[src/hdl/cfk_pkg.sv]
// cfk_pkg: shared types and constants of the 3x3 fixed kernel filter
// no dependencies

package cfk_pkg;

  localparam int PIX_W      = 8;
  localparam int POS_W      = 10;
  localparam int GEO_W      = 11;
  localparam int ROW_W      = 10;
  localparam int MAX_HEIGHT = 1024;
  localparam int ACC_W      = 13;
  localparam int RECIP_W    = 14;
  localparam int PROD_W     = 26;
  localparam int QUOT_LSB   = 16;

  localparam logic [GEO_W-1:0] GEO_RESET = 11'd1024;

  // configuration register indexes
  localparam logic [1:0] CFG_MODE   = 2'd0;
  localparam logic [1:0] CFG_WIDTH  = 2'd1;
  localparam logic [1:0] CFG_HEIGHT = 2'd2;

  // reciprocals scaled by 2**16, exact over the sum ranges in use
  localparam logic [RECIP_W-1:0] RECIP_DIV6 = 14'd10923;
  localparam logic [RECIP_W-1:0] RECIP_DIV9 = 14'd7282;

  // window taps, row major
  localparam int W_TL = 0;
  localparam int W_TC = 1;
  localparam int W_TR = 2;
  localparam int W_ML = 3;
  localparam int W_MC = 4;
  localparam int W_MR = 5;
  localparam int W_BL = 6;
  localparam int W_BC = 7;
  localparam int W_BR = 8;

  typedef enum logic [1:0] {
    MODE_EDGE   = 2'd0,
    MODE_GAUSS  = 2'd1,
    MODE_EMBOSS = 2'd2,
    MODE_BOX    = 2'd3
  } kernel_mode_e;

  typedef struct packed {
    logic [8:0][PIX_W-1:0] win;
    logic [POS_W-1:0]      orow;
    logic [POS_W-1:0]      ocol;
    logic                  fend;
  } cfk_item_t;

endpackage

[src/hdl/cfk_queue.sv]
// cfk_queue: two entry queue of interior windows between front and back
// depends on cfk_pkg

module cfk_queue (
  input  logic               clk_i,
  input  logic               rst_ni,
  input  logic               push_i,
  input  cfk_pkg::cfk_item_t push_item_i,
  output logic               ready_o,
  input  logic               pop_i,
  output logic               valid_o,
  output cfk_pkg::cfk_item_t pop_item_o
);
  import cfk_pkg::*;

  cfk_item_t  mem_q [2];
  logic       wr_ptr_q, rd_ptr_q;
  logic [1:0] count_q, count_d;

  assign ready_o    = (count_q != 2'd2);
  assign valid_o    = (count_q != 2'd0);
  assign pop_item_o = mem_q[rd_ptr_q];

  always_comb begin
    count_d = count_q;
    if (push_i && !pop_i) begin
      count_d = count_q + 2'd1;
    end else if (pop_i && !push_i) begin
      count_d = count_q - 2'd1;
    end
  end

  always_ff @(posedge clk_i or negedge rst_ni) begin
    if (!rst_ni) begin
      wr_ptr_q <= 1'b0;
      rd_ptr_q <= 1'b0;
      count_q  <= 2'd0;
    end else begin
      count_q <= count_d;
      if (push_i) begin
        wr_ptr_q <= !wr_ptr_q;
      end
      if (pop_i) begin
        rd_ptr_q <= !rd_ptr_q;
      end
    end
  end

  always_ff @(posedge clk_i) begin
    if (push_i) begin
      mem_q[wr_ptr_q] <= push_item_i;
    end
  end

  a_count_range: assert property (@(posedge clk_i) disable iff (!rst_ni)
    count_q <= 2'd2)
    else $error("queue count out of range");

  a_no_overflow: assert property (@(posedge clk_i) disable iff (!rst_ni)
    push_i |-> ready_o)
    else $error("push into full queue");

endmodule

[config.mk]
export PLATFORM = sky130hd
export DESIGN_NAME = cfk_queue
export DESIGN_NICKNAME = d
export VERILOG_FILES = /design/src/hdl/cfk_pkg.sv /design/src/hdl/cfk_queue.sv
export SDC_FILE = /design/constraint.sdc
export NUM_CORES = 1
export LEC_CHECK = 0
export BUFFER_PORTS_ARGS = -buffer_cell sky130_fd_sc_hd__buf_2
export CORE_MARGIN = 2
export CORE_UTILIZATION = 39
export DETAILED_ROUTE_END_ITERATION = 10
export PLACE_DENSITY_LB_ADDON = 0.25
export SLEW_MARGIN = 20
export SYNTH_ARGS = -nofsm -noshare
export SYNTH_HDL_FRONTEND = slang
export SYNTH_SLANG_ARGS = --single-unit
[constraint.sdc]
create_clock -name clk_i -period 15.5 [get_ports clk_i]
set_clock_uncertainty 0.1 [all_clocks]
set_input_delay 1.55 -clock clk_i [delete_from_list [all_inputs] [get_ports clk_i]]
set_output_delay 1.55 -clock clk_i [all_outputs]
set_load 0.02 [all_outputs]
# Yosys cells after proc, flatten, opt, wreduce, memory -nomap -nowiden
# Memory sizes are Yosys's and may differ from the RTL's.
# Index checks and enable logic that the tools add are counted.
[classes]
reduce_logical = 8
mux = 4
n_addsub = 2
n_eq_ne = 1
[ops]
columns = ["operator", "n"]
rows = [
  ["1-bit logical NOT", 4],
  ["2-bit two-way mux", 2],
  ["2-bit nonzero test", 2],
  ["2-bit by 1-bit adder with 2-bit output, second input constant", 1],
  ["1-bit logical AND", 2],
  ["1-bit two-way mux", 2],
  ["2-bit != test, second input constant", 1],
  ["2-bit by 1-bit subtractor with 2-bit output, second input constant", 1],
]
[totals]
regBits = 4
ram_bits = 186
in_bits = 97
mem_count = 1
word_cells = 19
[memory_table]
columns = ["name", "depth", "width", "rd", "rd_clocked_by_memory_dff", "write_ports", "line_no", "rtl"]
rows = [
  ["mem_q", 2, 93, 1, 0, 1, "cfk_queue.sv:16", "cfk_item_t mem_q [2];"],
]

# Logic depth before layout (Yosys ltp)
# Gate-level depths: netlist (run 1).
[logic_depth]
ltp_word = 4
ltp_mapped = 5

# Worst setup path after synthesis (run 1)
# Ideal clock, no wire load.
[synth_path]
path_kind = "input-to-reg"
startpoint = "input push_i"
endpoint = "memory mem_q[0][0] in the netlist's numbering (enable)"
t_required_ps = 14844
slack_ps = 9240
stages = 1
t_arrival_ps = 5603
path_cell_list = "nor2b_1"
[synth_between]
elab_chain_len = 2
[synth_rtl]
columns = ["item", "line_no", "rtl"]
rows = [
  ["start, declared", "cfk_queue.sv:7", "input logic push_i,"],
  ["1-bit two-way mux", "cfk_queue.sv:50", "if (push_i) begin"],
  ["1-bit two-way mux (not written as such)", "cfk_queue.sv:51", "mem_q[wr_ptr_q] <= push_item_i;"],
  ["end, declared", "cfk_queue.sv:16", ""],
]
# Every way passes these cells.

==> flow_summary.toml, run 1 <==
[die]
num_io_pins = 192
die_h_um = 137.1
coreArea_sq_um = 17300
dieArea_sq_um = 18800
initial_utilization = 0.3996
die_w_um = 137.1
rows = 48

[placement]
place.port_buffers = 191
dp_hpwl_um = 7961
pre_cts_slack_ns = 11.55
gp_congestion = 0.6891
dp.cells = 714

[detailed_routing]
drt_iter0_markers = 180
routed_via_density = 4.622
dr_total_vias = 3453
drt-pass1-iter-count = 4
routedWlPerCell_um = 16.68
postRouteAntennaNets = 0
drc_errors = 0
wl_um = 12460

[critical_path]
crit_chain = "buf_4 -> mux2_2 -> buf_2"
rr_startpoint = "wr_ptr_q$_DFFE_PN0P_"
critical_path.slowest_cell = "dfrtp_4"
cp-start-kind = "flip-flop"
worstPathMaxFanout = 51
max_stage_delay_ns = 0.84
required_ns = 13.85
crit_type = "reg2out"
critical_path_arrival_ns = 2.56
end_kind = "output port"
critPathLaunch = "rd_ptr_q$_DFFE_PN0P_"

[power]
power_density_nw_per_um2 = 188.4
leakagePower_nw = 3.250
ir_worst_vdd_uv = 144.0

[synthesis]
synth_ff_type = "edfxtp_1"
synth_common_cells = "edfxtp_1 (186), mux2_2 (93), buf_6 (6), dfrtp_1 (4), xor2_1 (4)"
synth.top_cell.area_share = 0.8081
yosysTopAreaCell = "edfxtp_1"
ys_types = 15
synth_area_sq_um = 6912
avgSynthCellArea_sq_um = 22.66
synth_edf_count = 186
synth_cells = 305
synthTopCellsByArea = "edfxtp_1 (81%), mux2_2 (15%), dfrtp_1 (1.4%)"
yosys_warnings = 0
yosysMostFrequentCell = "edfxtp_1"
synth_nets = 403
synth_seq_area_share = 0.8226
async_reset_ff_frac = 0.02105
synth_seq_cells = 190

[global_route]
grt_pass1_vias = 3518
grt_overflow = 0
grt_max_degree = 58
track_usage = 0.1322
antenna_found_initial = 1
grt_pass1_wl_um = 18130

[cells_and_area]
num-fill-cells = 1483
final_util = 0.5017
register_area_sq_um = 5689
n_antenna_cell = 0
finalNetCount = 607
fin_cells = 747
drive_gt1_frac = 0.6073
synthToLayoutAreaGrowth_pct = 25.54
multi_input_area_sq_um = 1142

[timing]
fin_crit_sh = 0.2713
tightestPinTransition_ns = 0.8138
hold_viol_final = 0
worst_slack_ns = 11.29
rsz0062_at_grt = "false"
fmax_ghz = 0.2378
slew_violations = 0
slew-limit-headroom = 0.4575
setup-tns-final_ns = 0
period_needed_ns = 4.205
setup_viol = 0

[cts]
post_cts_resized = 0
cts_setup_buffers = 0
hold_buffers = 0
cts_tree = "yes"
cts_buffer_depth = 2
root_buffer = "clkbuf_16"
clock-sinks = 190
cts_buffers = 17
htreeDepth = 4
clkTransAtPathRegs_ns = 0.06
worstSkewPairLatency_ns = 0.42

[flow_run]
drv_cap = 0

[worst_hold_path]
worst_hold_startpoint = "count_q[1]$_DFFE_PN0P_"
worstHoldPathType = "reg2reg"

[status]
status = "finished clean"
==> report_power, final <==
part | switching (W) | total, W | internal (W)
sequential | 0.0000458 | 0.000728 | 0.000682
combinational | 0.000295 | 0.000495 | 0.000200
clock | 0.000177 | 0.000412 | 0.000235
total | 0.000517 | 0.00163 | 0.00112
==> state kept, by name, indices dropped and copies added (netlist names) <==
name / cells
count_q: 2
rd_ptr_q: 1
mem_q: 186
wr_ptr_q: 1
==> layout make-up <==
cell class	instances	share of cell area
Sequential cell	190	0.6557
Multi-Input combinational cell	104	0.1317
Timing Repair Buffer	195	0.1159
Clock buffer	19	0.04989
Tap cell	225	0.03244
Clock inverter	13	0.01399
Inverter	1	0.0004326
==> routing by layer <==
layer	global-route usage	vias up	routed length (um)
met3	0.05889	13	1176
li1	-	1617	-
met4	0.04639	2	144
met5	0	-	8
met1	0.1535	1686	5105
met2	0.2178	135	6027
==> worst paths after layout <==
| kind | to | slack, ns | cells after the start |
|---|---|---|---|
| setup / recovery | pop_item_o[51] | 11.29 | 3 |
| setup reg to reg | mem_q[0][21]$_DFFE_PP_ | 13.18 | 3 |
| hold / removal | count_q[1]$_DFFE_PN0P_ | 0.39 | 1 |
| max in group asynchronous | rd_ptr_q$_DFFE_PN0P_ | 14.35 | 1 |
| hold reg to reg | count_q[1]$_DFFE_PN0P_ | 0.39 | 1 |
| min in group asynchronous | wr_ptr_q$_DFFE_PN0P_ | 0.82 | 1 |
==> critical path: cells and delay by family (launching register included) <==
kind	cells	cell delay, ns
buf+inv	2	0.85
mux	1	0.42
flops	1	0.84
==> through the flow <==
step	instance area, sq um	power [W]	hold WS [ns]
finish	8677	0.001635	0.3895
detailed placement	8095	0.001239	0.3721
global placement	8095	0.001230	0.3728
CTS	8650	0.001657	0.3914
global route	8677	0.001712	0.4084
floorplan	6912	0.001095	0.3555
==> cell usage in the layout (no fill, tap or decap), types with 2 or more instances in the layout <==
| master | n |
|---|---|
| dfrtp_1 | 3 |
| clkinv_1 | 5 |
| xor2_1 | 4 |
| clkbuf_1 | 2 |
| edfxtp_1 | 186 |
| buf_2 | 191 |
| clkbuf_16 | 17 |
| buf_4 | 3 |
| mux2_2 | 93 |
| clkinv_2 | 2 |
| inv_6 | 2 |
| clkinvlp_4 | 2 |
| bufinv_16 | 2 |
==> kinds of logic after synthesis <==
group                    Yosys count  synth area share
multiplexers                      93            0.1515
XOR/XNOR                           5          0.006336
adder cells (fa/ha/maj)            1          0.001810
AND/OR/NAND/NOR                    5          0.004165
buffers and inverters             11           0.01358
flip-flops                       190            0.8226
(Power assumes the default switching activity.)
==> run 2, diff against run 1 <==
clock period = 3.83 ns   (was 15.5 ns; I/O delays follow)
==> run 2 against run 1 <==
Compared with the run above:
- clock power grew to 4.1 times the previous value
- register-to-register slack worse by 11 ns
- critical path type unchanged
- total power grew to 4.1 times the previous value
- hold slack worse by 0.35 ns
- via count is 1.2% higher
- non-clock buffer count is 2 higher
- largest cell class unchanged
- global-route usage is 0.35 points higher
- cell count is 0.27% higher
- largest power group unchanged
- first-iteration DRC count is 12% lower
- wire length is 0.75% higher
- utilization is 0.25 points higher
- highest routed layer unchanged
==> flow_summary.toml, run 2 (synthesized netlist as in run 1, its figures left out) <==
[cts]
cts_buffers = 17
cts_setup_buffers = 0
worstSkewPairLatency_ns = 0.42
cts_buffer_depth = 2
root_buffer = "clkbuf_16"
post_cts_resized = 0
clkTransAtPathRegs_ns = 0.07
clock-sinks = 190
htreeDepth = 4
cts_tree = "yes"

[timing]
setup_viol = 0
slew_violations = 0
tightestPinTransition_ns = 0.7450
period_needed_ns = 2.700
hold_viol_final = 0
timing.hold.ws_ns = 0.03973
setup-tns-final_ns = 0
rsz0062_at_grt = "false"
fmax_ghz = 0.3703
fin_crit_sh = 0.7050
slew-limit-headroom = 0.5034

[global_route]
track_usage = 0.1357
grt_pass1_vias = 3632
grt_max_degree = 53
grt_overflow = 0
antenna_found_initial = 1
grt_pass1_wl_um = 18870

[die]
die_h_um = 137.1
num_io_pins = 192
rows = 48
initial_utilization = 0.3996
dieArea_sq_um = 18800
die_w_um = 137.1
coreArea_sq_um = 17300

[critical_path]
rr_startpoint = "wr_ptr_q$_DFFE_PN0P_"
critPathLaunch = "rd_ptr_q$_DFFE_PN0P_"
critical_path_arrival_ns = 2.22
end_kind = "output port"
max_stage_delay_ns = 0.88
required_ns = 3.35
cp-start-kind = "flip-flop"
crit_chain = "buf_12 -> mux2_2 -> buf_2"
crit_buf_inv = 2
critical_path.slowest_cell = "dfrtp_4"
crit_family = "flip-flops"
worstPathMaxFanout = 52
crit_type = "reg2out"

[flow_run]
drv_cap = 0

[cells_and_area]
num-fill-cells = 1458
synthToLayoutAreaGrowth_pct = 26.18
n_antenna_cell = 0
final_common_cell = "buf_2"
largest_reg_flops = 186
final_util = 0.5042
most-common-layout-cells = "buf_2 (191), edfxtp_1 (186), mux2_2 (93)"
largestRegisters = "mem_q (186), count_q (2)"
finalNetCount = 609
top_register = "mem_q"
drive_gt1_frac = 0.6183

[detailed_routing]
wl_um = 12560
drc_errors = 0
routed_via_density = 4.666
dr_total_vias = 3495
drt-pass1-iter-count = 4
routedWlPerCell_um = 16.76
drt_iter0_markers = 159
postRouteAntennaNets = 0

[worst_hold_path]
worst_hold_startpoint = "push_item_i[13]"
worstHoldPathType = "in2reg"

[placement]
gp_congestion = 0.7103
dp_hpwl_um = 8261
place.port_buffers = 191

[power]
power_density_nw_per_um2 = 761.3
leakagePower_nw = 3.278
ir_worst_vdd_uv = 380.9

[status]
status = "finished clean"
==> run 2: cell count changes in the layout (fill, tap and decap cells not counted) <==
cell and delta:
bufinv_16 -2, clkinv_1 -5, buf_16 -1, inv_8 +2
clkinv_8 +3, inv_6 +4, clkinv_2 -1, clkinv_4 +2
clkinvlp_4 -2, buf_12 +2, clkbuf_1 -1, dlygate4sd3_1 +1
==> run 2: layout make-up <==
type,count,area (sq um),area share
Clock buffer,18,429.2,0.04921
Clock inverter,14,146.4,0.01679
Inverter,1,3.754,0.0004304
Multi-Input combinational cell,104,1142,0.1310
Sequential cell,190,5689,0.6524
Tap cell,225,281.5,0.03228
Timing Repair Buffer,197,1028,0.1179
==> run 2: final timing paths <==
| path | endpoint | slack, ns | cells past startpoint |
|---|---|---|---|
| max | pop_item_o[34] | 1.13 | 3 |
| min | mem_q[1][13]$_DFFE_PP_ | 0.04 | 1 |
| max reg2reg | mem_q[1][23]$_DFFE_PP_ | 1.85 | 2 |
| min reg2reg | count_q[1]$_DFFE_PN0P_ | 0.40 | 1 |
| max in group asynchronous | rd_ptr_q$_DFFE_PN0P_ | 3.29 | 2 |
| min in group asynchronous | count_q[1]$_DFFE_PN0P_ | 0.20 | 2 |
==> run 2: through the flow <==
step / area [sq um] / power [W] / worst slack [ns] / std cells
after floorplan: 6914 / 0.004415 / 0.4668 / 305
after global placement: 8135 / 0.005017 / 1.505 / 716
after detailed placement: 8135 / 0.005046 / 1.505 / 716
after CTS: 8721 / 0.006740 / 1.023 / 749
after global routing: 8721 / 0.006967 / 0.9646 / 749
final: 8721 / 0.006639 / 1.130 / 749
==> run 2: layer usage <==
layer / vias up / global-route usage / share of wire / wire length, um
met5: - / 0 / 0.0010 / 13
met4: 2 / 0.05785 / 0.010 / 127
met3: 14 / 0.05370 / 0.093 / 1172
met2: 137 / 0.2181 / 0.49 / 6151
met1: 1714 / 0.1624 / 0.41 / 5090
li1: 1628 / - / - / -
==> run 2: report_power, final <==
group / switching (W) / internal, W / total (W)
clock network: 0.000810 / 0.000870 / 0.00168
registers: 0.000203 / 0.00276 / 0.00296
logic: 0.00117 / 0.000826 / 0.00200
total: 0.00219 / 0.00445 / 0.00664
==> run 2: what timing repair did <==
action | 4_1_cts | 5_1_grt
endpoints found under the hold margin | 4 | 0
hold buffers | 1 | 0
setup endpoints to repair | 0 | 0
==> run 3, diff against run 2 <==
clock period = 2.2 ns   (was 3.83 ns; I/O delays follow)
==> run 3 against run 2 <==
Compared with the run above:
- hold slack better by 0.016 ns
- non-clock buffer count is 97 higher
- critical endpoint is now pop_item_o[29]
- flip-flop and latch count stayed put
- cell count is 13% higher
- critical path type unchanged
- largest cell class unchanged
- sequential power is 68% higher
- register-to-register slack worse by 1.2 ns
- via count is 9.9% higher
- clock power is 75% higher
- sequential share of layout area is 6.6 points lower
==> flow_summary.toml, run 3 (synthesized netlist as in run 1, its figures left out) <==
[cells_and_area]
register_area_sq_um = 5689
largest_reg_flops = 186
num-fill-cells = 1356
drive_gt1_frac = 0.5217
largestRegisters = "mem_q (186), count_q (2)"
multi_input_area_sq_um = 1142
synthToLayoutAreaGrowth_pct = 40.42
n_antenna_cell = 0
finalNetCount = 706
final_common_cell = "buf_2"
top_register = "mem_q"
most-common-layout-cells = "buf_2 (191), edfxtp_1 (186), dlygate4sd3_1 (96)"
final_area_sq_um = 9706

[global_route]
met3_usage = 0.04963
track_usage = 0.1457
grt_max_degree = 53
gr-usage-met1 = 0.1763
top_usage_layer = "met2"
grt_pass1_wl_um = 20440
grt_overflow = 0
met2_usage = 0.2457
grt_pass1_vias = 4028
antenna_found_initial = 0

[placement]
gp_congestion = 0.7174
placed_cell_area_sq_um = 8175
dp_hpwl_um = 8321
place.port_buffers = 191
pre_cts_slack_ns = 0.5709

[critical_path]
critical_path_arrival_ns = 1.72
end_kind = "output port"
crit_buf_inv = 2
worstPathMaxFanout = 52
max_stage_delay_ns = 0.44
crit_family = "buffers and inverters"
rrSetupSlack_ns = 0.61
rr_startpoint = "wr_ptr_q$_DFFE_PN0P_"
crit_type = "reg2out"
crit_chain = "buf_12 -> mux2_2 -> buf_2"
critical_path.slowest_cell = "dfrtp_4"
required_ns = 1.88
r2r_cells = 2
cp-start-kind = "flip-flop"
r2r-end = "mem_q[1][92]$_DFFE_PP_"

[die]
initial_utilization = 0.3996
die_h_um = 137.1
num_io_pins = 192
coreArea_sq_um = 17300
rows = 48
dieArea_sq_um = 18800
die_w_um = 137.1

[timing]
period_needed_ns = 2.039
worst_slack_ns = 0.1611
setup_viol = 0
slew_violations = 0
tightestPinTransition_ns = 0.5356
rsz0062_at_grt = "false"
fin_crit_sh = 0.9268
hold_viol_final = 0
fmax_ghz = 0.4905
slew-limit-headroom = 0.6429

[cts]
cts_buffers = 17
cts_setup_buffers = 0
clock-sinks = 190
clkTransAtPathRegs_ns = 0.07
root_buffer = "clkbuf_16"
cts_buffer_depth = 2
worstSkewPairLatency_ns = 0.41
cts_tree = "yes"
htreeDepth = 4

[worst_hold_path]
worstHoldPathType = "in2async"

[power]
power_density_nw_per_um2 = 1216
ir_worst_vdd_uv = 708.1
leakagePower_nw = 3.682

[flow_run]
drv_cap = 0

[detailed_routing]
drt-pass1-iter-count = 4
routedWlPerCell_um = 16.03
postRouteAntennaNets = 0
drc_errors = 0
drt_iter0_markers = 178
wl_um = 13560
routed_via_density = 4.539
dr_total_vias = 3840

[status]
status = "finished clean"
-- run 3: report_power, final --
part	leakage [nW]	internal [W]	switching [W]
combinational	1.62	0.00160	0.00227
clock	0.272	0.00168	0.00126
sequential	1.79	0.00480	0.000175
total	3.68	0.00808	0.00371
-- run 3: area by class of cell --
class                           instances  area share
Sequential cell                       190      0.5862
Multi-Input combinational cell        104      0.1177
Timing Repair Buffer                  294      0.2081
Tap cell                              225     0.02901
Clock buffer                           19     0.04460
Inverter                                1   0.0003867
Clock inverter                         13     0.01405
-- run 3: worst register-to-register path: stages (launching register included) --
cell and delay [ns]:
dfrtp_1 0.42, and2_4 0.45, buf_12 0.28
-- run 3: per-stage QoR --
step	power (W)	util	hold slack, ns	setup TNS [ns]	instances
5_1_grt	0.01237	0.5611	0.06990	0	846
2_1_floorplan	0.007657	-	-0.1756	-11.80	305
4_1_cts	0.01196	0.5611	0.03539	0	846
3_5_place_dp	0.008841	0.4727	-0.06555	0	718
6_report	0.01180	0.5611	0.05524	0	846
3_3_place_gp	0.008789	0.4727	-0.07067	0	718
-- run 3: worst max path at each step --
stage | startpoint | end | slack [ns] | cells past startpoint
2_1_floorplan | wr_ptr_q$_DFFE_PN0P_ | mem_q[0][0]$_DFFE_PP_ | -0.13 | 1
3_3_place_gp | wr_ptr_q$_DFFE_PN0P_ | mem_q[1][55]$_DFFE_PP_ | 0.60 | 2
3_5_place_dp | wr_ptr_q$_DFFE_PN0P_ | mem_q[1][87]$_DFFE_PP_ | 0.57 | 2
4_1_cts | rd_ptr_q$_DFFE_PN0P_ | pop_item_o[79] | 0.13 | 3
5_1_grt | rd_ptr_q$_DFFE_PN0P_ | pop_item_o[90] | 0.09 | 3
6_report | rd_ptr_q$_DFFE_PN0P_ | pop_item_o[29] | 0.16 | 3
-- run 3: timing repair --
| action | CTS | global route |
|---|---|---|
| setup endpoints to repair | 0 | 0 |
| hold endpoints to repair | 192 | 0 |
| hold buffers | 96 | 0 |
| resized for setup | 0 | 0 |
-- run 3: per-layer routing --
layer,vias up,wire [um]
met1,1864,5792
met2,145,6578
met3,13,1039
li1,1818,-
met4,0,148
met5,-,0
