==> src/hdl/cfk_pkg.sv <==
// cfk_pkg: shared types and constants of the 3x3 fixed kernel filter
// no dependencies

package cfk_pkg;

  localparam int PIX_W      = 8;
  localparam int POS_W      = 10;
  localparam int GEO_W      = 11;
  localparam int ROW_W      = 10;
  localparam int MAX_HEIGHT = 1024;
  localparam int ACC_W      = 13;
  localparam int RECIP_W    = 14;
  localparam int PROD_W     = 26;
  localparam int QUOT_LSB   = 16;

  localparam logic [GEO_W-1:0] GEO_RESET = 11'd1024;

  // configuration register indexes
  localparam logic [1:0] CFG_MODE   = 2'd0;
  localparam logic [1:0] CFG_WIDTH  = 2'd1;
  localparam logic [1:0] CFG_HEIGHT = 2'd2;

  // reciprocals scaled by 2**16, exact over the sum ranges in use
  localparam logic [RECIP_W-1:0] RECIP_DIV6 = 14'd10923;
  localparam logic [RECIP_W-1:0] RECIP_DIV9 = 14'd7282;

  // window taps, row major
  localparam int W_TL = 0;
  localparam int W_TC = 1;
  localparam int W_TR = 2;
  localparam int W_ML = 3;
  localparam int W_MC = 4;
  localparam int W_MR = 5;
  localparam int W_BL = 6;
  localparam int W_BC = 7;
  localparam int W_BR = 8;

  typedef enum logic [1:0] {
    MODE_EDGE   = 2'd0,
    MODE_GAUSS  = 2'd1,
    MODE_EMBOSS = 2'd2,
    MODE_BOX    = 2'd3
  } kernel_mode_e;

  typedef struct packed {
    logic [8:0][PIX_W-1:0] win;
    logic [POS_W-1:0]      orow;
    logic [POS_W-1:0]      ocol;
    logic                  fend;
  } cfk_item_t;

endpackage

==> src/hdl/cfk_back.sv <==
// cfk_back: kernel sums, scaling and clamping, registered result
// depends on cfk_pkg

module cfk_back (
  input  logic                       clk_i,
  input  logic                       rst_ni,
  input  logic                       valid_i,
  input  cfk_pkg::cfk_item_t         item_i,
  output logic                       pop_o,
  input  cfk_pkg::kernel_mode_e      mode_i,
  output logic                       out_valid_o,
  input  logic                       out_stall_i,
  output logic [7:0]                 value_o,
  output logic [9:0]                 out_row_o,
  output logic [9:0]                 out_col_o,
  output logic                       frame_end_o
);
  import cfk_pkg::*;

  logic signed [ACC_W-1:0] px [9];
  logic signed [ACC_W-1:0] acc_d;

  logic                    s1_valid_q, s1_ready, s2_ready;
  logic signed [ACC_W-1:0] s1_acc_q;
  kernel_mode_e            s1_mode_q;
  logic [POS_W-1:0]        s1_orow_q, s1_ocol_q;
  logic                    s1_fend_q;

  logic [RECIP_W-1:0]      recip;
  logic [PROD_W-1:0]       prod;
  logic [PIX_W-1:0]        value_d;

  logic                    out_valid_q;
  logic [PIX_W-1:0]        value_q;
  logic [POS_W-1:0]        orow_q, ocol_q;
  logic                    fend_q;

  always_comb begin
    for (int i = 0; i < 9; i++) begin
      px[i] = $signed({5'b0, item_i.win[i]});
    end
  end

  always_comb begin
    case (mode_i)
      MODE_EDGE: begin
        acc_d = px[W_BL] + (px[W_BC] <<< 1) + px[W_BR]
              - px[W_TL] - (px[W_TC] <<< 1) - px[W_TR];
      end
      MODE_GAUSS: begin
        acc_d = px[W_TC] + px[W_ML] + px[W_MR] + px[W_BC] + (px[W_MC] <<< 1);
      end
      MODE_EMBOSS: begin
        acc_d = px[W_TL] + px[W_TC] - px[W_TR] + px[W_ML] + px[W_MC]
              - px[W_MR] + px[W_BL] - px[W_BC] - px[W_BR];
      end
      default: begin
        acc_d = px[W_TL] + px[W_TC] + px[W_TR] + px[W_ML] + px[W_MC]
              + px[W_MR] + px[W_BL] + px[W_BC] + px[W_BR];
      end
    endcase
  end

  assign s2_ready = !out_valid_q || !out_stall_i;
  assign s1_ready = !s1_valid_q || s2_ready;
  assign pop_o    = valid_i && s1_ready;

  always_ff @(posedge clk_i or negedge rst_ni) begin
    if (!rst_ni) begin
      s1_valid_q <= 1'b0;
    end else if (s1_ready) begin
      s1_valid_q <= valid_i;
    end
  end

  always_ff @(posedge clk_i) begin
    if (pop_o) begin
      s1_acc_q  <= acc_d;
      s1_mode_q <= mode_i;
      s1_orow_q <= item_i.orow;
      s1_ocol_q <= item_i.ocol;
      s1_fend_q <= item_i.fend;
    end
  end

  // gauss sum over six and box sum over nine share one multiplier
  assign recip = (s1_mode_q == MODE_GAUSS) ? RECIP_DIV6 : RECIP_DIV9;
  assign prod  = PROD_W'(unsigned'(s1_acc_q[ACC_W-2:0])) * PROD_W'(recip);

  always_comb begin
    case (s1_mode_q)
      MODE_GAUSS, MODE_BOX: begin
        value_d = prod[QUOT_LSB +: PIX_W];
      end
      default: begin
        if (s1_acc_q < 0) begin
          value_d = '0;
        end else if (s1_acc_q > ACC_W'(255)) begin
          value_d = 8'd255;
        end else begin
          value_d = s1_acc_q[PIX_W-1:0];
        end
      end
    endcase
  end

  always_ff @(posedge clk_i or negedge rst_ni) begin
    if (!rst_ni) begin
      out_valid_q <= 1'b0;
    end else if (s2_ready) begin
      out_valid_q <= s1_valid_q;
    end
  end

  always_ff @(posedge clk_i) begin
    if (s2_ready && s1_valid_q) begin
      value_q <= value_d;
      orow_q  <= s1_orow_q;
      ocol_q  <= s1_ocol_q;
      fend_q  <= s1_fend_q;
    end
  end

  assign out_valid_o = out_valid_q;
  assign value_o     = value_q;
  assign out_row_o   = orow_q;
  assign out_col_o   = ocol_q;
  assign frame_end_o = fend_q;

endmodule

==> config.mk <==
export PLATFORM = sky130hd
export DESIGN_NAME = cfk_back
export DESIGN_NICKNAME = d
export VERILOG_FILES = /design/src/hdl/cfk_pkg.sv /design/src/hdl/cfk_back.sv
export SDC_FILE = /design/constraint.sdc
export NUM_CORES = 1
export LEC_CHECK = 0
export ABC_CLOCK_PERIOD_IN_PS = 9050
export BUFFER_PORTS_ARGS = -buffer_cell sky130_fd_sc_hd__buf_2
export CORE_ASPECT_RATIO = 1.25
export CORE_MARGIN = 2
export CORE_UTILIZATION = 60
export DETAILED_ROUTE_END_ITERATION = 10
export GPL_ROUTABILITY_DRIVEN = 0
export GPL_TIMING_DRIVEN = 0
export PLACE_DENSITY_LB_ADDON = 0.15
export SYNTH_ARGS = -nofsm -noshare
export SYNTH_HDL_FRONTEND = slang
export SYNTH_SLANG_ARGS = --single-unit
==> constraint.sdc <==
create_clock -name clk_i -period 9.05 [get_ports clk_i]
set_input_delay 0.4525 -clock clk_i [delete_from_list [all_inputs] [get_ports clk_i]]
set_output_delay 0.4525 -clock clk_i [all_outputs]
set_load 0.05 [all_outputs]
Word-level counts from Yosys, hierarchy flattened
Index checks and enable logic that the tools add are counted.
Cells by class
  multipliers: 1
  muxes and demuxes: 5
  order comparisons: 2
  add/sub/neg operators: 24
  reductions and logical operators: 9
  equality and inequality tests: 4
Operators by type and width (number)
  adder 13 x 9 -> 13 bit: 6
  subtractor 13 x 9 -> 13 bit: 5
  case mux 13 bit (3 select lines): 1
  adder 10 x 8 -> 11 bit: 3
  multiplier 12 x 14 -> 24 bit: 1
  2-to-1 mux 8 bit: 3
  adder 9 x 8 -> 10 bit: 2
  adder 8 x 8 -> 9 bit: 2
  2-to-1 mux 14 bit: 1
  adder 12 x 8 -> 13 bit: 1
  > comparator 13 x 9 -> 1 bit (second input constant): 1
  less-than comparator 13 x 1 -> 1 bit (second input constant): 1
  subtractor 12 x 10 -> 13 bit: 1
  adder 11 x 8 -> 12 bit: 1
  adder 11 x 9 -> 12 bit: 1
  subtractor 11 x 8 -> 12 bit: 1
  adder 8 x 9 -> 10 bit: 1
  == test 2 x 1 -> 1 bit (second input constant): 2
  == test 2 bit (second input constant): 2
  logical NOT 1 bit: 3
  logical AND 1 bit: 2
  logical NOT 2 bit: 1
  logical OR 1 bit: 2
  OR reduction 2 bit: 1
Word-level totals
  logic and storage cells: 56
  input port bits: 99
  flip-flop bits (word level): 67

Longest topological paths before layout
Gate-level depths: netlist of run 1.
  depth after elaboration: 9
  mapped depth: 24
  depth with buffers taken out: 22

Worst setup path before layout of run 1
Ideal clock, no wire load.
  path kind: reg2reg
  from: register s1_mode_q[0]
  to: register value_q[5], in the netlist value_o[5], data pin
  period minus slack after synthesis: 5.544 ns
  path slack: 3.506 ns
  path buffers: 3
  required time: 8.795 ns
  cell stages (with the launch flop): 23
  arrival: 5.289 ns
  path through: edfxtp_1 buf_6 nor2b_4 buf_6 clkbuf_1 nor2_1 fa_1 inv_1 fa_1 fa_1 inv_1 fa_1 inv_1 fa_1 inv_1 ha_1 nand4_1 nor2_1 a211oi_1 a21o_2 a21boi_2 or3_1 a31o_1
On the way
  word-level cells in the longest chain between the ends: 4
  elaborated cells between the ends (all ways): 6
Ends and longest elaborated chain
  start, declared: line cfk_back.sv:25  | kernel_mode_e s1_mode_q;
  start signal, assigned: line cfk_back.sv:79  | s1_mode_q <= mode_i;
  == test 2 x 1 -> 1 bit: line cfk_back.sv:87, cfk_back.sv:91
  2-to-1 mux 14 bit: line cfk_back.sv:87  | assign recip = (s1_mode_q == MODE_GAUSS) ? RECIP_DIV6 : RECIP_DIV9;
  multiplier 12 x 14 -> 24 bit: line cfk_back.sv:88  | assign prod = PROD_W'(unsigned'(s1_acc_q[ACC_W-2:0])) * PROD_W'(recip);
  2-to-1 mux 8 bit (*): line cfk_back.sv:91  | case (s1_mode_q)
  via value_d[5]: line cfk_back.sv:31  | logic [PIX_W-1:0] value_d;
  end signal, assigned: line cfk_back.sv:117  | value_q <= value_d;
  end, declared: line cfk_back.sv:34  | logic [PIX_W-1:0] value_q;
The timed path passes the listed nets; every way through them passes the cells marked *.
A chain may end at the register's enable or synchronous reset.

Worst setup path after layout of run 1
Same ends and word-level chain as after synthesis.

==> impl_metrics.ini, run 1 <==
[clock_tree]
cts_tree = done
cts_num_sinks = 67
cts_buffers = 9
worstSkewPairLatency_ns = 0.34
root_buffer = clkbuf_16
cts_setup_buffers = 0
cts-htree-levels = 3
clk_pin_slew_ns = 0.06
clock_path_buffers = 2

[global_route]
grt_pass1_wl_mm = 42.7
overflow = 0
antenna_found_initial = 0
grt_usage_pct = 26.7
grt_max_degree = 38
grt_pass1_vias = 8933

[synth]
synth-simple-area-share_pct = 6.52
yosys.area.top_type = fa_1
yosys-top-cells-area = fa_1, edfxtp_1, ha_1
netlist_area_sq_mm = 0.0117
synth_compound_area_share_pct = 7.63
synth_top_cell_area_share_pct = 36.7
ys_seq_area_share_pct = 17.1
synth_mux_area_share_pct = 1.41
ys_warn_count = 0
syn_area_per_cell_sq_um = 10.3
async_flop_share_pct = 2.99
synthCells = 1141
ys_types = 58
synth_top_family_by_area = adder cells
synth_ff_type = edfxtp_1
synth_fa_ha_area_share_pct = 51.4
synth_xor_area_share_pct = 4.18
synth_edf_count = 65
ys_ff_latch = 67

[die]
std_cell_rows = 57
initial_core_util_pct = 60.7
die_w_microns = 129
die-height_microns = 160
dieArea_sq_mm = 0.0207
io_pins = 130
core_sq_mm = 0.0193

[worst_setup_path]
worstPathMaxFanout = 10
cp_slowest_cell = fa_1
critPathKind = register to register
critPathLaunchType = register
arrival_ns = 6.27
r2r_cells = 21
rrSetupSlack_ns = 2.87
max_stage_delay_ns = 0.53
crit_path_end_kind = register
r2r-end = value_o[5]
worstReg2RegStart = s1_mode_q[0]
path_cells = buf_6 -> nor2b_4 -> buf_6 -> clkbuf_1 -> and2_1 -> fa_1 -> ha_1 -> a21o_1 -> fa_1 -> fa_1 -> inv_1 -> fa_1 -> inv_1 -> ha_1 -> a21oi_1 -> nor2_1 -> a211oi_1 -> a21o_2 -> a21boi_2 -> or3_1 -> a31o_1
crit_top_cell = fa_1
cp.required_ns = 9.14

[timing]
slew_headroom_pct = 35.3
clock_skew_ns = 0.00597
tightest_slew_ns = 0.969
fin_ws_ns = 2.87
setup_viol = 0
fin_crit_sh_pct = 68.3
whs_ns = 0.284
finalHoldViolCount = 0
period_minus_slack_ns = 6.18
rsz0062_at_grt = false
setup_tns_ns = 0
max_freq_mhz = 162
drv_slew = 0

[run_status]
status = finished clean

[cells_and_area]
seqCellArea_sq_mm = 0.00200
n_fill_cell = 1578
diodes = 0
drive_above_1_share_pct = 12.9
stdcell_area_sq_mm = 0.0131
multi_input_area_sq_mm = 0.00841
area_growth_pct = 11.5
fin_nets = 1745

[routing]
drtAntennaViolNets = 0
remaining_drc_errors = 0
drt_iter0_drc = 350
vias = 7967
finalWirelength_mm = 25.3
wire_per_inst_microns = 16.2
via_per_inst = 5.10
drt_pass1_iterations = 5

[placement]
dp_hpwl_mm = 23.0
post_dp_cell_area_sq_mm = 0.0128
place_ws_ns = 2.89
port_buffers = 129

[hold_path]
hold_depth = 1
holdCritPathClass = input pin to register
hold_end = s1_orow_q[9]
hold_path_startpoint = item_i[20]

[job]
maxCapViolCount = 0
==> cells in the final DEF, fill, tap and decap left out, types with 3 or more instances in the layout <==
master / instances
inv_1: 351
fa_1: 215
ha_1: 138
buf_2: 129
edfxtp_1: 65
nand2_1: 48
nor2_1: 42
xnor2_1: 38
a21oi_1: 37
o21ai_0: 23
a21o_1: 22
xor2_1: 18
conb_1: 13
clkbuf_1: 11
nand3_1: 10
nand2b_1: 9
and2_1: 9
clkbuf_16: 9
or3_1: 8
nor3_1: 8
or2_2: 6
mux4_2: 6
o21bai_1: 5
o21a_1: 5
nor2b_1: 5
a211oi_1: 5
inv_6: 5
nand4_1: 4
and3_1: 3
mux2i_1: 3
o31ai_1: 3
==> registers in the layout, indices dropped and copies added (netlist names) <==
name         flops
frame_end_o      1
out_col_o       10
out_row_o       10
out_valid_o      1
s1_acc_q        13
s1_fend_q        1
s1_mode_q        2
s1_ocol_q       10
s1_orow_q       10
s1_valid_q       1
value_o          8
==> worst max-delay path by stage <==
stage,endpoint,slack [ns],startpoint,cells after the start
global placement,value_o[5],2.93,s1_mode_q[0],21
floorplan,value_o[5],3.51,s1_mode_q[0],22
detailed placement,value_o[5],2.89,s1_mode_q[0],21
CTS,value_o[5],2.88,s1_mode_q[0],21
global route,value_o[5],2.60,s1_mode_q[0],21
finish,value_o[5],2.87,s1_mode_q[0],21
==> layout make-up <==
cell class,count,area share [%]
multi-input combinational,721,64.3
timing repair buffer,130,5.01
clock buffer,9,1.72
sequential,67,15.3
inverter,351,10.1
tap,265,2.53
buffer,13,0.488
clock inverter,7,0.602
==> Yosys cell counts (3+ instances only) <==
| cell | count |
|---|---|
| inv_1 | 351 |
| fa_1 | 215 |
| ha_1 | 138 |
| edfxtp_1 | 65 |
| nand2_1 | 48 |
| nor2_1 | 42 |
| xnor2_1 | 38 |
| a21oi_1 | 37 |
| o21ai_0 | 23 |
| a21o_1 | 22 |
| xor2_1 | 18 |
| clkbuf_1 | 11 |
| and2_1 | 10 |
| nand3_1 | 10 |
| nand2b_1 | 9 |
| nor3_1 | 8 |
| or3_1 | 8 |
| mux4_2 | 6 |
| or2_2 | 6 |
| a211oi_1 | 5 |
| nor2b_1 | 5 |
| o21a_1 | 5 |
| o21bai_1 | 5 |
| nand4_1 | 4 |
| and3_1 | 3 |
| mux2i_1 | 3 |
| o31ai_1 | 3 |
==> routing by layer <==
metal	global-route usage, %	part of all wire (%)	vias to the layer above
met5	0	0	-
met4	8.84	3.4	0
met3	2.27	2.3	54
met2	51.9	57	163
met1	30.1	37	3925
li1	-	-	3825
==> critical path: cells and delay by family, from the launching register on <==
kind | cells | cell delay (ns)
buf+inv | 5 | 0.72
fa+ha+maj | 6 | 2.64
compound gates | 6 | 1.42
flops | 1 | 0.34
simple gates | 4 | 0.82
==> cells by family after synthesis <==
kind of cell	count (synthesis)
flip-flops	67
XOR/XNOR	56
buffers and inverters	364
adder cells (fa/ha/maj)	353
other	2
AO/OA/AOI/OAI	131
AND/OR/NAND/NOR	159
multiplexers	9
==> timing repair <==
action / in CTS / in global routing
endpoints found under the hold margin: 2 / 0
gates resized for setup: 0 / 0
hold buffers: 1 / 0
==> stage by stage <==
stage | cells | util, %
2_1_floorplan | 1152 | -
3_3_place_gp | 1546 | 66.0
3_5_place_dp | 1546 | 66.1
4_1_cts | 1563 | 67.7
5_1_grt | 1563 | 67.7
6_report | 1563 | 67.7
Power of run 1 is not shown: default switching activity piles up to over one toggle a cycle in this logic, so the estimate is an artifact.
==> inputs of run 2 (changes only) <==
--- a/config.mk
+++ b/config.mk
@@ -5,11 +5,11 @@
 export SDC_FILE = /design/constraint.sdc
 export NUM_CORES = 1
 export LEC_CHECK = 0
-export ABC_CLOCK_PERIOD_IN_PS = 9050
+export ABC_CLOCK_PERIOD_IN_PS = 5400
 export BUFFER_PORTS_ARGS = -buffer_cell sky130_fd_sc_hd__buf_2
 export CORE_ASPECT_RATIO = 1.25
 export CORE_MARGIN = 2
-export CORE_UTILIZATION = 60
+export CORE_UTILIZATION = 56
 export DETAILED_ROUTE_END_ITERATION = 10
 export GPL_ROUTABILITY_DRIVEN = 0
 export GPL_TIMING_DRIVEN = 0
==> constraint.sdc (replaced) <==
create_clock -name clk_i -period 5.4 [get_ports clk_i]
set_input_delay 0.27 -clock clk_i [delete_from_list [all_inputs] [get_ports clk_i]]
set_output_delay 0.27 -clock clk_i [all_outputs]
set_load 0.05 [all_outputs]
==> impl_metrics.ini, run 2 (synthesis gave the netlist of run 1 again) <==
[worst_setup_path]
worstPathMaxFanout = 6
critPathKind = register to register
arrival_ns = 5.51
rrSetupSlack_ns = -0.04
crit_path_end_kind = register
critPathLaunchType = register
cp.required_ns = 5.47

[global_route]
grt_max_degree = 38
grt_pass1_vias = 9077
overflow = 0
grt_usage_pct = 25.6
grt_pass1_wl_mm = 44.3
antenna_found_initial = 0

[die]
die-height_microns = 166
core_sq_mm = 0.0207
die_w_microns = 133
initial_core_util_pct = 56.8
io_pins = 130
dieArea_sq_mm = 0.0221
std_cell_rows = 59

[timing]
finalHoldViolCount = 0
setup_tns_ns = -0.0978
clock_skew_ns = 0.00789
max_freq_mhz = 184
setup_viol = 3
slew_headroom_pct = 36.5
period_minus_slack_ns = 5.44
fin_crit_sh_pct = 101
rsz0062_at_grt = true
drv_slew = 0
fin_ws_ns = -0.0414
tightest_slew_ns = 0.950

[cells_and_area]
multi_input_area_sq_mm = 0.00867
area_growth_pct = 15.6
stdcell_area_sq_mm = 0.0136
layout_commonest_cell = inv_1
drive_above_1_share_pct = 18.7
top_register = s1_acc_q
largest_register_ffs = 13
utilization_pct = 65.6
diodes = 0
fin_nets = 1767
seqCellArea_sq_mm = 0.00200
n_fill_cell = 1702
layout_common_cells = inv_1, fa_1, ha_1

[hold_path]
holdCritPathClass = input pin to register

[clock_tree]
cts_tree = done
cts_num_sinks = 67
cts_buffers = 9
clock_path_buffers = 2
worstSkewPairLatency_ns = 0.32
cts-htree-levels = 3
root_buffer = clkbuf_16
clk_pin_slew_ns = 0.06

[routing]
finalWirelength_mm = 26.0
drtAntennaViolNets = 0
drt_pass1_iterations = 4
remaining_drc_errors = 0
drt_iter0_drc = 322
wire_per_inst_microns = 16.3
vias = 7989
via_per_inst = 5.01

[run_status]
violations = setup timing
status = finished, violations left

[placement]
dp_hpwl_mm = 22.8
port_buffers = 129
post_dp_cell_area_sq_mm = 0.0128

[job]
maxCapViolCount = 0
[run 2: cell types whose count changed in the layout (fill, tap and decap cells not counted), sizes merged]
cell,delta
inv,-1
clkinv,-1
clkinvlp,+2
clkbuf,-1
buf,+23
[run 2: what timing repair did]
item	in CTS	in global routing
hold endpoints to repair	2	0
cloned	0	0
hold buffers	1	0
resized for setup	41	34
setup endpoints to repair	8	9
buffers inserted	13	12
pin swaps	33	49
[run 2: worst max-delay path, cell delays in order, from the launching register on]
cell and delay, ns:
edfxtp_1 0.42, nor2b_4 0.26, clkbuf_16 0.20, nor2_4 0.04
fa_1 0.49, inv_2 0.05, fa_1 0.49, fa_1 0.54
inv_2 0.04, fa_1 0.51, inv_2 0.04, fa_1 0.54
inv_2 0.05, ha_4 0.26, nand4_1 0.13, buf_6 0.16
nor2_4 0.11, a22oi_2 0.10, a21o_2 0.23, buf_4 0.14
nand3b_1 0.15, o211a_1 0.17, o21ai_1 0.07
[run 2: final timing paths]
path                                   start            to  cells past startpoint
worst max-delay path            s1_mode_q[0]    value_o[7]                     22
worst min-delay path              item_i[13]  s1_orow_q[2]                      1
worst max register to register  s1_mode_q[0]    value_o[7]                     22
worst min register to register  s1_orow_q[6]  out_row_o[6]                      0
max in group asynchronous             rst_ni   out_valid_o                      2
min in group asynchronous             rst_ni    s1_valid_q                      2
[run 2: cell type report]
| cell class | instances | share of cell area, % |
|---|---|---|
| flip-flops and latches | 67 | 14.8 |
| plain buffers | 10 | 0.434 |
| multi-input cells | 721 | 63.9 |
| repair buffers | 155 | 6.39 |
| clock inverters | 7 | 0.609 |
| clock buffers | 9 | 1.66 |
| well taps | 274 | 2.53 |
| inverters | 351 | 9.71 |
[run 2: routing by layer]
metal / track usage [%] / vias up / share of wire (%)
li1: - / 3871 / -
met1: 30.5 / 3931 / 39
met2: 48.9 / 144 / 56
met3: 2.50 / 43 / 3.0
met4: 7.03 / 0 / 2.6
met5: 0 / - / 0
[run 2: through the flow]
stage / hold slack (ns) / setup slack [ns] / cells
final: 0.118 / -0.0414 / 1594
after detailed placement: 0.0577 / -0.422 / 1555
after CTS: 0.106 / -0.00237 / 1584
after global placement: 0.0558 / -0.418 / 1555
after floorplan: -0.0256 / 0.0145 / 1152
after global routing: 0.102 / -0.281 / 1594
Power of run 2 is left out for the same reason.
==> inputs of run 3 (changes only) <==
--- a/config.mk
+++ b/config.mk
@@ -7,9 +7,11 @@
 export LEC_CHECK = 0
 export ABC_CLOCK_PERIOD_IN_PS = 5400
 export BUFFER_PORTS_ARGS = -buffer_cell sky130_fd_sc_hd__buf_2
+export CELL_PAD_IN_SITES_DETAIL_PLACEMENT = 1
+export CELL_PAD_IN_SITES_GLOBAL_PLACEMENT = 1
 export CORE_ASPECT_RATIO = 1.25
 export CORE_MARGIN = 2
-export CORE_UTILIZATION = 56
+export CORE_UTILIZATION = 44
 export DETAILED_ROUTE_END_ITERATION = 10
 export GPL_ROUTABILITY_DRIVEN = 0
 export GPL_TIMING_DRIVEN = 0
==> impl_metrics.ini, run 3 (synthesis gave the netlist of run 1 again) <==
[global_route]
grt_usage_pct = 22.2
antenna_found_initial = 0
grt_max_degree = 38
grt_pass1_wl_mm = 48.0
overflow = 0
grt_pass1_vias = 9711

[worst_setup_path]
arrival_ns = 5.59
cp.required_ns = 5.48
r2r_cells = 20
crit_top_cell = fa_1
cpLargestDelayFamily = adder cells
critPathLaunchType = register
max_stage_delay_ns = 0.57
worstPathMaxFanout = 5
cp_num_cells = 20
crit_buf_inv = 5
cp_slowest_cell = fa_2
critPathKind = register to register
path_cells = nor2b_4 -> buf_6 -> clkbuf_16 -> nand2_4 -> fa_2 -> inv_2 -> fa_1 -> fa_2 -> fa_1 -> inv_1 -> fa_1 -> inv_2 -> ha_4 -> nand4_1 -> nor2_2 -> a211oi_2 -> a21o_2 -> a21boi_2 -> or3_1 -> a31o_1
crit_path_end_kind = register

[clock_tree]
clk_pin_slew_ns = 0.06
root_buffer = clkbuf_16
cts_buffers = 9
clock_path_buffers = 2
cts_tree = done
cts-htree-levels = 3
worstSkewPairLatency_ns = 0.32
cts_num_sinks = 67

[cells_and_area]
diodes = 0
largest_register_ffs = 13
layout_commonest_cell = inv_1
fin_nets = 1765
fin_cells = 1658
layout_common_cells = inv_1, fa_1, ha_1
area_growth_pct = 16.3
top_register = s1_acc_q
drive_above_1_share_pct = 18.4

[placement]
port_buffers = 129
dp_hpwl_mm = 26.4
placed_cells_incl_taps = 1621
place_ws_ns = -0.538

[timing]
slew_headroom_pct = 36.7
finalHoldViolCount = 0
drv_slew = 0
max_freq_mhz = 181
fin_crit_sh_pct = 102
clock_skew_ns = 0.00639
setup_tns_ns = -0.148
rsz0062_at_grt = true
tightest_slew_ns = 0.948
period_minus_slack_ns = 5.51
fin_ws_ns = -0.113
setup_viol = 2

[die]
dieArea_sq_mm = 0.0280
die_w_microns = 150
io_pins = 130
core_sq_mm = 0.0261
die-height_microns = 187
initial_core_util_pct = 45.0
std_cell_rows = 66

[hold_path]
hold_depth = 1
holdCritPathClass = input pin to register

[routing]
finalWirelength_mm = 29.3
via_per_inst = 4.94
drtAntennaViolNets = 0
remaining_drc_errors = 0
drt_iter0_drc = 145
wire_per_inst_microns = 17.6
drt_pass1_iterations = 4
vias = 8190

[run_status]
violations = setup timing
status = finished, violations left

[job]
maxCapViolCount = 0
==> run 3: changes by cell type in the layout (fill, tap and decap cells not counted), sizes merged <==
cell,before,now
clkinv,0,2
buf,154,151
inv,355,352
clkinvlp,2,1
bufinv,1,3
clkbuf,19,20
==> run 3: per-stage QoR <==
step	hold slack [ns]	cell area (sq um)	utilization [%]
2_1_floorplan	-0.0256	11800	-
3_3_place_gp	0.0562	12900	49.3
3_5_place_dp	0.0619	12900	49.3
4_1_cts	0.102	13500	51.8
5_1_grt	0.109	13700	52.3
6_report	0.116	13700	52.3
==> run 3: what timing repair did <==
| item | in CTS | in global routing |
|---|---|---|
| pin swaps | 40 | 31 |
| hold buffers | 1 | 0 |
| hold endpoints to repair | 2 | 0 |
| setup buffers | 14 | 7 |
| gates cloned | 1 | 0 |
| gates resized for setup | 49 | 20 |
| endpoints found under the setup margin | 8 | 9 |
==> run 3: worst paths after layout <==
kind                              start           end  slack, ns
min                           item_i[2]  s1_ocol_q[1]       0.12
min reg2reg                s1_ocol_q[2]  out_col_o[2]       0.42
min in group asynchronous        rst_ni   out_valid_o       0.28
max                        s1_mode_q[1]    value_o[5]      -0.11
max in group asynchronous        rst_ni    s1_valid_q       5.02
max reg2reg                s1_mode_q[1]    value_o[5]      -0.11
==> run 3: worst reg2reg max path: cells and delay by family (launching register included) <==
kind,cells,cell delay [ns]
flops,1,0.43
simple gates,5,0.77
buf+inv,5,0.45
compound gates,4,0.82
fa+ha+maj,6,2.79
==> run 3: cell type report <==
class,instances,area (sq um)
multi-input cells,721,8660
repair buffers,152,827
clock buffers,9,225
clock inverters,7,124
fillers,2967,12400
flip-flops and latches,67,2000
inverters,351,1320
plain buffers,11,70.1
well taps,340,425
==> run 3: routing by layer <==
| metal | up-vias | global-route usage (%) | wire (microns) |
|---|---|---|---|
| met4 | 0 | 5.44 | 653 |
| li1 | 3858 | - | - |
| met1 | 4152 | 23.2 | 10600 |
| met3 | 47 | 2.10 | 562 |
| met5 | - | 0 | 0 |
| met2 | 133 | 45.6 | 17400 |
Power of run 3 is left out for the same reason.
